**src/hdl/hcb_pkg.sv**
```systemverilog
// Package with shared widths and types of the code builder.
package hcb_pkg;
  localparam int WEIGHT_W = 16;
  localparam int SUM_W = 21;
  localparam int CODE_W = 31;
  localparam int IDX_W = 5;
  localparam int LEN_W = 5;
  localparam int NODE_W = 6;

  // One node memory word.
  typedef struct packed {
    logic [SUM_W-1:0]  weight;
    logic              has_parent;
    logic [NODE_W-1:0] parent;
    logic              is_right;
  } node_t;
endpackage

```
**src/hdl/hcb_node_ram.sv**
```systemverilog
// Node memory: one write port, one registered read port.
module hcb_node_ram #(
  parameter int DEPTH = 63
) (
  input  logic                        clk,
  input  logic                        we,
  input  logic [hcb_pkg::NODE_W-1:0]  waddr,
  input  hcb_pkg::node_t              wdata,
  input  logic [hcb_pkg::NODE_W-1:0]  raddr,
  output hcb_pkg::node_t              rdata
);
  import hcb_pkg::*;

  node_t mem [DEPTH];

  // Write and registered read.
  always_ff @(posedge clk) begin
    if (we) begin
      mem[waddr] <= wdata;
    end
    rdata <= mem[raddr];
  end
endmodule

```
**src/hdl/huffman_code_builder_core.sv**
```systemverilog
// Top level of the Huffman code builder.
// Leaf weights enter on the in_ channel, one transaction per leaf; in_tuser
// marks the final leaf. Leaves past LEAVES are dropped, but a final mark on
// one still starts construction. After the final leaf the block clears
// the parent links of the leaves, then performs n-1 merges. Each
// merge scans the parentless nodes through the one read port of the node
// memory, then writes the two children and the new node in the states
// S_WLO, S_WHI and S_WNEW. Codes are then emitted, one leaf at a
// time, by walking parent links to the root: one memory read per node on
// the path. Building is quadratic in the leaf count. Input is not accepted
// from the final leaf until the last code has entered the output register.
// The result sits in an output register; when out_tready is low the walk
// waits. Reset returns to loading with no leaves held; the memory needs no
// clearing pass.
module huffman_code_builder_core #(
  parameter int LEAVES = 32
) (
  input  logic        clk,
  input  logic        rst_n,
  input  logic        in_tvalid,
  output logic        in_tready,
  input  logic [15:0] in_tdata,   // leaf_weight[15:0]
  input  logic        in_tuser,   // last_leaf
  output logic        out_tvalid,
  input  logic        out_tready,
  output logic [47:0] out_tdata,  // leaf_index[4:0], code_bits[35:5], code_length[40:36]
  output logic        out_tlast   // last_code
);
  import hcb_pkg::*;

  localparam int NODES = 2 * LEAVES - 1;

  typedef enum logic [3:0] {
    S_LOAD, S_CLR, S_SCAN, S_SCAN_END, S_WLO, S_WHI, S_WNEW,
    S_EM_START, S_EM_STEP, S_EM_OUT
  } state_t;

  state_t state_r, state_nxt;
  logic [NODE_W-1:0] cnt_r, cnt_nxt;        // leaf count
  logic [NODE_W-1:0] i_r, i_nxt;            // new node / clear index
  logic [NODE_W-1:0] k_r, k_nxt;            // scan address
  logic              kv_r, kv_nxt;          // read data valid for k_r-1
  logic [NODE_W-1:0] kd_r, kd_nxt;          // node index of read data
  logic              h1_r, h1_nxt, h2_r, h2_nxt;
  logic [SUM_W-1:0]  w1_r, w1_nxt, w2_r, w2_nxt;
  logic [NODE_W-1:0] lo_r, lo_nxt, hi_r, hi_nxt;
  logic [NODE_W-1:0] leaf_r, leaf_nxt;
  logic [CODE_W-1:0] code_r, code_nxt;
  logic [LEN_W-1:0]  len_r, len_nxt;
  logic              ov_r, ov_nxt;
  logic [47:0]       od_r, od_nxt;
  logic              ol_r, ol_nxt;

  logic              we;
  logic [NODE_W-1:0] waddr, raddr;
  node_t             wdata, rdata;

  hcb_node_ram #(.DEPTH(NODES)) u_ram (
    .clk(clk), .we(we), .waddr(waddr), .wdata(wdata),
    .raddr(raddr), .rdata(rdata)
  );

  assign in_tready = (state_r == S_LOAD);
  assign out_tvalid = ov_r;
  assign out_tdata = od_r;
  assign out_tlast = ol_r;

  // Sequencer for loading, merging and code walking.
  always_comb begin
    state_nxt = state_r; cnt_nxt = cnt_r; i_nxt = i_r; k_nxt = k_r;
    kv_nxt = 1'b0; kd_nxt = k_r;
    h1_nxt = h1_r; h2_nxt = h2_r; w1_nxt = w1_r; w2_nxt = w2_r;
    lo_nxt = lo_r; hi_nxt = hi_r; leaf_nxt = leaf_r;
    code_nxt = code_r; len_nxt = len_r;
    ov_nxt = ov_r; od_nxt = od_r; ol_nxt = ol_r;
    we = 1'b0; waddr = '0; wdata = '0; raddr = k_r;
    if (ov_r && out_tready) begin
      ov_nxt = 1'b0;
    end
    unique case (state_r)
      S_LOAD: begin
        if (in_tvalid) begin
          if (32'(cnt_r) < LEAVES) begin
            we = 1'b1; waddr = cnt_r;
            wdata.weight = SUM_W'(in_tdata);
            cnt_nxt = cnt_r + 1'b1;
          end
          if (in_tuser) begin
            state_nxt = S_CLR; i_nxt = '0;
          end
        end
      end
      S_CLR: begin
        // Read-modify-write would be needed; instead rewrite via read.
        raddr = i_r;
        kv_nxt = 1'b1; kd_nxt = i_r;
        if (kv_r) begin
          we = 1'b1; waddr = kd_r;
          wdata.weight = rdata.weight;
        end
        if (i_r == cnt_r) begin
          state_nxt = (cnt_r == NODE_W'(1)) ? S_EM_START : S_SCAN;
          kv_nxt = 1'b0;
          i_nxt = cnt_r; k_nxt = '0; h1_nxt = 1'b0; h2_nxt = 1'b0;
          leaf_nxt = '0;
        end else begin
          i_nxt = i_r + 1'b1;
        end
      end
      S_SCAN, S_SCAN_END: begin
        if (state_r == S_SCAN) begin
          raddr = k_r; kv_nxt = 1'b1; kd_nxt = k_r;
          k_nxt = k_r + 1'b1;
          if (k_r + 1'b1 == i_r) state_nxt = S_SCAN_END;
        end else begin
          state_nxt = S_WLO;
        end
        if (kv_r && !rdata.has_parent) begin
          if (!h1_r || rdata.weight < w1_r) begin
            if (h1_r) begin
              h2_nxt = 1'b1; w2_nxt = w1_r; hi_nxt = lo_r;
            end
            h1_nxt = 1'b1; w1_nxt = rdata.weight; lo_nxt = kd_r;
          end else if (!h2_r || rdata.weight < w2_r) begin
            h2_nxt = 1'b1; w2_nxt = rdata.weight; hi_nxt = kd_r;
          end
        end
      end
      S_WLO: begin
        we = 1'b1; waddr = lo_r;
        wdata.weight = w1_r; wdata.has_parent = 1'b1;
        wdata.parent = i_r; wdata.is_right = 1'b0;
        state_nxt = S_WHI;
      end
      S_WHI: begin
        we = 1'b1; waddr = hi_r;
        wdata.weight = w2_r; wdata.has_parent = 1'b1;
        wdata.parent = i_r; wdata.is_right = 1'b1;
        state_nxt = S_WNEW;
      end
      S_WNEW: begin
        we = 1'b1; waddr = i_r;
        wdata.weight = w1_r + w2_r;
        if (i_r + 1'b1 == {cnt_r[NODE_W-2:0], 1'b0} - 1'b1) begin
          state_nxt = S_EM_START; leaf_nxt = '0;
        end else begin
          state_nxt = S_SCAN; i_nxt = i_r + 1'b1; k_nxt = '0;
          h1_nxt = 1'b0; h2_nxt = 1'b0;
        end
      end
      S_EM_START: begin
        raddr = leaf_r; code_nxt = '0; len_nxt = '0;
        state_nxt = S_EM_STEP;
      end
      S_EM_STEP: begin
        // The read issued in the previous cycle is the current node.
        if (rdata.has_parent && len_r != LEN_W'(CODE_W)) begin
          code_nxt = code_r | (CODE_W'(rdata.is_right) << len_r);
          len_nxt = len_r + 1'b1;
          raddr = rdata.parent;
          state_nxt = S_EM_STEP;
        end else begin
          state_nxt = S_EM_OUT;
        end
      end
      S_EM_OUT: begin
        if (!ov_r || out_tready) begin
          ov_nxt = 1'b1;
          od_nxt = {7'd0, len_r, code_r, leaf_r[IDX_W-1:0]};
          ol_nxt = (leaf_r + 1'b1 == cnt_r);
          if (leaf_r + 1'b1 == cnt_r) begin
            state_nxt = S_LOAD; cnt_nxt = '0;
          end else begin
            leaf_nxt = leaf_r + 1'b1; state_nxt = S_EM_START;
          end
        end
      end
      default: state_nxt = S_LOAD;
    endcase
  end

  // State and registered outputs.
  always_ff @(posedge clk) begin
    if (!rst_n) begin
      state_r <= S_LOAD; cnt_r <= '0; ov_r <= 1'b0; kv_r <= 1'b0;
    end else begin
      state_r <= state_nxt; cnt_r <= cnt_nxt; ov_r <= ov_nxt; kv_r <= kv_nxt;
    end
    i_r <= i_nxt; k_r <= k_nxt; kd_r <= kd_nxt;
    h1_r <= h1_nxt; h2_r <= h2_nxt; w1_r <= w1_nxt; w2_r <= w2_nxt;
    lo_r <= lo_nxt; hi_r <= hi_nxt; leaf_r <= leaf_nxt;
    code_r <= code_nxt; len_r <= len_nxt; od_r <= od_nxt; ol_r <= ol_nxt;
  end
endmodule

```
**config.mk**
```make
export PLATFORM = sky130hd
export DESIGN_NAME = huffman_code_builder_core
export DESIGN_NICKNAME = d
export VERILOG_FILES = /design/src/hdl/hcb_pkg.sv /design/src/hdl/hcb_node_ram.sv /design/src/hdl/huffman_code_builder_core.sv
export SDC_FILE = /design/constraint.sdc
export NUM_CORES = 2
export LEC_CHECK = 0
export BUFFER_PORTS_ARGS = -buffer_cell sky130_fd_sc_hd__buf_2
export CAP_MARGIN = 15
export CORE_MARGIN = 4
export CORE_UTILIZATION = 55
export DETAILED_ROUTE_END_ITERATION = 16
export GPL_TIMING_DRIVEN = 0
export PLACE_DENSITY_LB_ADDON = 0.3
export SETUP_SLACK_MARGIN = 0.2
export SLEW_MARGIN = 40
export SYNTH_ARGS = -nofsm -noshare
export SYNTH_HDL_FRONTEND = slang
export SYNTH_HIERARCHICAL = 1
export SYNTH_SLANG_ARGS = --single-unit
```
**constraint.sdc**
```tcl
create_clock -name clk -period 12.4 [get_ports clk]
set_clock_uncertainty 0.15 [all_clocks]
set_input_delay 1.24 -clock clk [delete_from_list [all_inputs] [get_ports clk]]
set_output_delay 1.24 -clock clk [all_outputs]
set_load 0.005 [all_outputs]
```
== After elaboration in Yosys (flattened, before gate mapping) ==
Memories as Yosys holds them, arrays and structs flattened. A register that Yosys moved wholly into a read port is not among the register bits.
Cells that the tools add are included.

* Bits in registers: 170
* Bits in latches: 0
* Bits in writable memories: 1827
* Bits in read-only memories: 0
* Input bits: 21
* Output and inout bits: 51
* Logic and storage cells: 166
* Memories kept: 1

* $add $sub $neg: 7
* Multiply operators: 0
* Divide/modulo/power cells: 0
* $lt $le $gt $ge: 3
* Equal/unequal tests: 32
* Shifts and indexed selects: 1
* Muxes and demuxes: 73
* Bitwise operators: 1
* Reductions and logical operators: 30

{| class="wikitable"
|+ Memory list
! name !! depth !! width !! read ports !! clocked after Yosys merged registers in !! wr ports !! RTL line !! source
|-
| u_ram.mem || 63 || 29 || 1 || 1 || 1 || hcb_node_ram.sv:14 || <nowiki>node_t mem [DEPTH];</nowiki>
|}

{| class="wikitable"
|+ Operator list
! operator !! number
|-
| 6-bit 2-to-1 mux || 22
|-
| 21-bit case mux with 5 select lines || 1
|-
| 21-bit 2-to-1 mux || 4
|-
| 6-bit case mux with 3 select lines || 4
|-
| 31-bit case mux with 2 select lines || 1
|-
| 21-bit less-than comparator || 2
|-
| 4-bit case mux with 9 select lines || 1
|-
| 16-bit 2-to-1 mux || 2
|-
| 31-bit 2-to-1 mux || 1
|-
| 31-bit OR || 1
|-
| 1-bit by 5-bit left shift with 31-bit output || 1
|-
| 6-bit case mux with 5 select lines || 1
|-
| 6-bit by 1-bit adder with 6-bit output (second input constant) || 4
|-
| 6-bit == test || 4
|-
| 4-bit 2-to-1 mux || 6
|-
| 2-bit != test (second input constant) || 12
|-
| 21-bit adder || 1
|-
| 5-bit AND reduction || 4
|-
| 1-bit 2-to-1 mux || 19
|-
| 4-bit by 3-bit == test with 1-bit output (second input constant) || 4
|-
| 8-bit case mux with 2 select lines || 1
|-
| 6-bit case mux with 2 select lines || 1
|-
| 4-bit AND reduction || 3
|-
| 5-bit case mux with 2 select lines || 1
|-
| other kinds (25) || 46
|}

== Depth between registers and ports, before layout ==
* Word-level depth: 6
* Depth in mapped cells: 17
* Gate-level depth less buffers: 12

== Cells and area by module ==
Netlist, hierarchy kept.

{| class="wikitable"
|+ Modules (own cells, without submodules)
! module !! times used !! cells each !! area each (um^2) !! sequential area each (um^2)
|-
| hcb_node_ram || 1 || 3212 || 70500.1 || 55443.2
|-
| huffman_code_builder_core || 1 || 933 || 10020.9 || 4924.7
|}

== Worst setup path after synthesis ==
No wires, ideal clock.

* Path type: reg2reg
* From: register w1_r[3]
* To: memory u_ram/mem[0][27] (netlist name) (data pin)
* Setup time: 0.996 ns
* Arrival time: 5.686 ns
* Required time: 11.254 ns
* Setup slack: 5.567 ns
* Stages on the path, launching flop included: 8
* Buffers on the path: 0
* Period minus slack after synthesis: 6.833 ns
* Cell sequence: edfxtp_1 ha_1 a21o_1 a21o_1 o21ai_0 a21oi_1 a41oi_1 o311ai_0

{| class="wikitable"
|+ RTL lines
! element !! RTL line !! source
|-
| from (decl) || huffman_code_builder_core.sv:45 || <nowiki>logic [SUM_W-1:0] w1_r, w1_nxt, w2_r, w2_nxt;</nowiki>
|-
| from (signal assigned) || huffman_code_builder_core.sv:190 || <nowiki>h1_r <= h1_nxt; h2_r <= h2_nxt; w1_r <= w1_nxt; w2_r <= w2_nxt;</nowiki>
|-
| to (decl) || hcb_node_ram.sv:14 ||
|}

== Worst setup path after layout ==
* From: register state_r[0]
* To: register u_ram/rdata[21] (netlist name)

* Longest elaborated chain between the ends: 2
* Elaborated cells on any way between the ends: 4
* Classes of those cells: eq/ne: 3; mux: 1

{| class="wikitable"
|+ Ends and longest elaborated chain
! element !! RTL line !! source
|-
| from (decl) || huffman_code_builder_core.sv:38 || <nowiki>state_t state_r, state_nxt;</nowiki>
|-
| from (signal assigned) || huffman_code_builder_core.sv:187 || <nowiki>state_r <= state_nxt; cnt_r <= cnt_nxt; ov_r <= ov_nxt; kv_r <= kv_nxt;</nowiki>
|-
| 4-bit == test, or another cell as far along || huffman_code_builder_core.sv:80 || <nowiki>unique case (state_r)</nowiki>
|-
| 6-bit case mux with 3 select lines (*) || huffman_code_builder_core.sv:80 ||
|-
| via raddr[4] || huffman_code_builder_core.sv:55 || <nowiki>logic [NODE_W-1:0] waddr, raddr;</nowiki>
|}

The timed path passes the listed nets; every way through them passes the cells marked *.
A chain may end at the register's enable or synchronous reset.

==> impl_metrics.env <==
export IMPL_final_common_cell="edfxtp_1"
export IMPL_antenna_found_initial=16
export IMPL_dieArea_um2=153000
export IMPL_vias=45600
export IMPL_area_delta_synth_final_pct=16.9
export IMPL_via_per_inst=6.76
export IMPL_postCtsResizedCells=0
export IMPL_pin_count=72
export IMPL_yosysTopAreaCell="edfxtp_1"
export IMPL_chipHeight_um=391
export IMPL_cap_violations=0
export IMPL_wl_met3_mm=32.9
export IMPL_cts_buffers=194
export IMPL_syn_area_um2=80500
export IMPL_core_um2=146000
export IMPL_overflow=0
export IMPL_endpoint_kind="flop"
export IMPL_syn_inst=4145
export IMPL_hold_ws_ns=0.299
export IMPL_drive_above_1_share=0.271
export IMPL_ys_seq_area_frac=0.750
export IMPL_min_period_ns=6.45
export IMPL_topRoutingLayerUsed="met5"
export IMPL_cp_max_fo=10
export IMPL_met1_length_mm=80.5
export IMPL_gp_congestion=0.978
export IMPL_hpwl_mm=163
export IMPL_clk_pin_slew_worst_paths_ns=0.06
export IMPL_power_density_nw_per_um2=248
export IMPL_first_pass_iters=8
export IMPL_fin_crit_sh=0.520
export IMPL_wirelength_mm=233
export IMPL_clock_sinks=2026
export IMPL_drtIter0Drc=6927
export IMPL_clk_insertion_delay_late_ns=0.82
export IMPL_grt_usage=0.307
export IMPL_synth_distinct_cells=74
export IMPL_yosysWarningCount=6
export IMPL_timing_fmax_mhz=155
export IMPL_remaining_drc_errors=0
export IMPL_async_reset_ff_frac=0
export IMPL_cp_arrival_ns=7.04
export IMPL_cts_htree_levels=4
export IMPL_final_cell_mix="1979 x edfxtp_1, 387 x mux4_2, 198 x clkbuf_16, 194 x buf_2, 145 x mux2i_1"
export IMPL_post_drt_wl_per_cell_um=34.5
export IMPL_finalSetupViolations=0
export IMPL_cp_start_kind="flop"
export IMPL_final_setup_tns_ns=0
export IMPL_grt_pass1_vias=44400
export IMPL_critPathMaxStageDelay_ns=0.84
export IMPL_crit_chain="nand2b_1, clkbuf_1, nor3_1, clkbuf_1, a222oi_1, o21ai_0, clkbuf_1, buf_2, clkbuf_1, nand2_1, clkbuf_1, nor3_1, a211o_1"
export IMPL_post_cts_buffers=0
export IMPL_cp_slowest_cell="nor3_1"
export IMPL_cts_tree="built"
export IMPL_outcome="completed"
export IMPL_cts_buffer_depth=3
export IMPL_ys_seq_elements=2026
export IMPL_cp_common_cell="clkbuf_1"
export IMPL_synth_top_cell_area_share=0.738
export IMPL_nNetsFinal=4761
export IMPL_numPortBuffers=64
export IMPL_cts_root_buf="clkbuf_16"
export IMPL_crit_required_ns=13.00
export IMPL_slew_violations=0
export IMPL_syn_avg_cell_area_um2=19.4
export IMPL_fill_cells=9398
export IMPL_hold_violations=0
export IMPL_ant_nets=0
export IMPL_route_met2_wl_mm=104
export IMPL_synthFlopType="edfxtp_1"
export IMPL_synth_edf_count=1979
export IMPL_rows=140
export IMPL_die_w_um=391
export IMPL_relSlewSlack=0.322
export IMPL_ys_top_cells_by_area="edfxtp_1 74%, mux4_2 11%, mux2i_1 1.8%, dfxtp_1 1.2%, ha_1 1.1%"
export IMPL_initial_core_util=0.553
export IMPL_rsz0062_at_grt="no"
export IMPL_grt_pass1_wl_mm=329
export IMPL_critPathKind="flop to flop"
export IMPL_grt_max_degree=52
export IMPL_vdd_drop_max_uv=203
export IMPL_ctsHoldBuffers=0
export IMPL_total_leakage_power_nw=31.6
export IMPL_worst_pin_slew_ns=1.01
export IMPL_min_delay_path_class="flop to flop"
## cell type report
class	instances	area, µm²	share of cell area
Buffer	242	1360	0.0144
Clock buffer	239	5140	0.0546
Clock inverter	116	1120	0.0119
Inverter	61	231	0.00246
Sequential cell	2026	60400	0.641
Tap cell	1917	2400	0.0255
Multi-Input combinational cell	1822	19500	0.207
Timing Repair Buffer	324	4020	0.0427
Antenna cell	8	20.0	0.000213
## routing by layer
layer  vias to the layer above  global-route usage
met3                       677              0.0980
met5                         -                   0
met2                      3518               0.455
li1                      18100                   -
met1                     23300               0.407
met4                        20               0.167
## per-stage QoR
step / total power [W] / setup WS [ns] / util / std cells / area, µm²
2_1_floorplan: 0.0133 / 5.57 / - / 4151 / 80500
3_3_place_gp: 0.0168 / 0.148 / 0.572 / 6132 / 83300
3_5_place_dp: 0.0172 / 6.20 / 0.603 / 6387 / 87800
4_1_cts: 0.0230 / 6.19 / 0.646 / 6742 / 94000
5_1_grt: 0.0239 / 6.00 / 0.647 / 6751 / 94200
6_report: 0.0234 / 5.95 / 0.647 / 6755 / 94200
## flip-flops by register name, summed over array words and instances, names as in the netlist
register	flops
out_tvalid	1
k_r	6
lo_r	6
leaf_r	6
w2_r	21
u_ram/mem	1827
h1_r	1
i_r	6
state_r	4
hi_r	6
len_r	5
w1_r	21
kv_r	1
h2_r	1
code_r	31
out_tlast	1
kd_r	6
u_ram/rdata	29
out_tdata	41
cnt_r	6
## final timing paths
kind,cells after the start,slack (ns),from,end
min,0,0.30,code_r[3],out_tdata[8]
max reg2reg,13,5.95,state_r[0],u_ram/rdata[21]
min reg2reg,0,0.30,code_r[3],out_tdata[8]
max,13,5.95,state_r[0],u_ram/rdata[21]
## logic make-up (layout without fill, tap and decap cells)
group	after synthesis	in the layout	share of synthesized area
flops	2026	2026	0.750
compound gates	583	583	0.0493
mux	571	571	0.133
simple gates	526	526	0.0310
buf+inv	303	982	0.0191
fa+ha+maj	69	69	0.0108
xor+xnor	66	66	0.00752
other cells	1	15	0.0000466
## where the power goes
| part | internal [W] | leakage (nW) | switching (W) |
|---|---|---|---|
| logic | 0.00317 | 9.50 | 0.00610 |
| registers | 0.00809 | 19.1 | 0.000144 |
| clock network | 0.00334 | 3.05 | 0.00252 |
## cell usage after synthesis (38+ instances only)
cell type  instances
dfxtp_1           47
a22oi_1           83
inv_1             60
ha_1              68
o21ai_0           71
mux2i_1          145
o221ai_1          44
xnor2_1           39
buf_2             54
nand2_1          120
clkbuf_1         113
a211oi_1          41
edfxtp_1        1979
o22ai_1           41
nor3_1            54
nand3_1           38
nor2b_1           43
nor2_1           168
a21oi_1          146
mux4_2           387
## critical path, delay by kind of cell, from the launching register on
family | cells | cell delay (ns)
AOI/OAI and AO/OA | 3 | 0.69
DFF | 1 | 0.47
buffers and inverters | 6 | 2.84
and+or+nand+nor | 4 | 2.20
(Power assumes the default switching activity.)
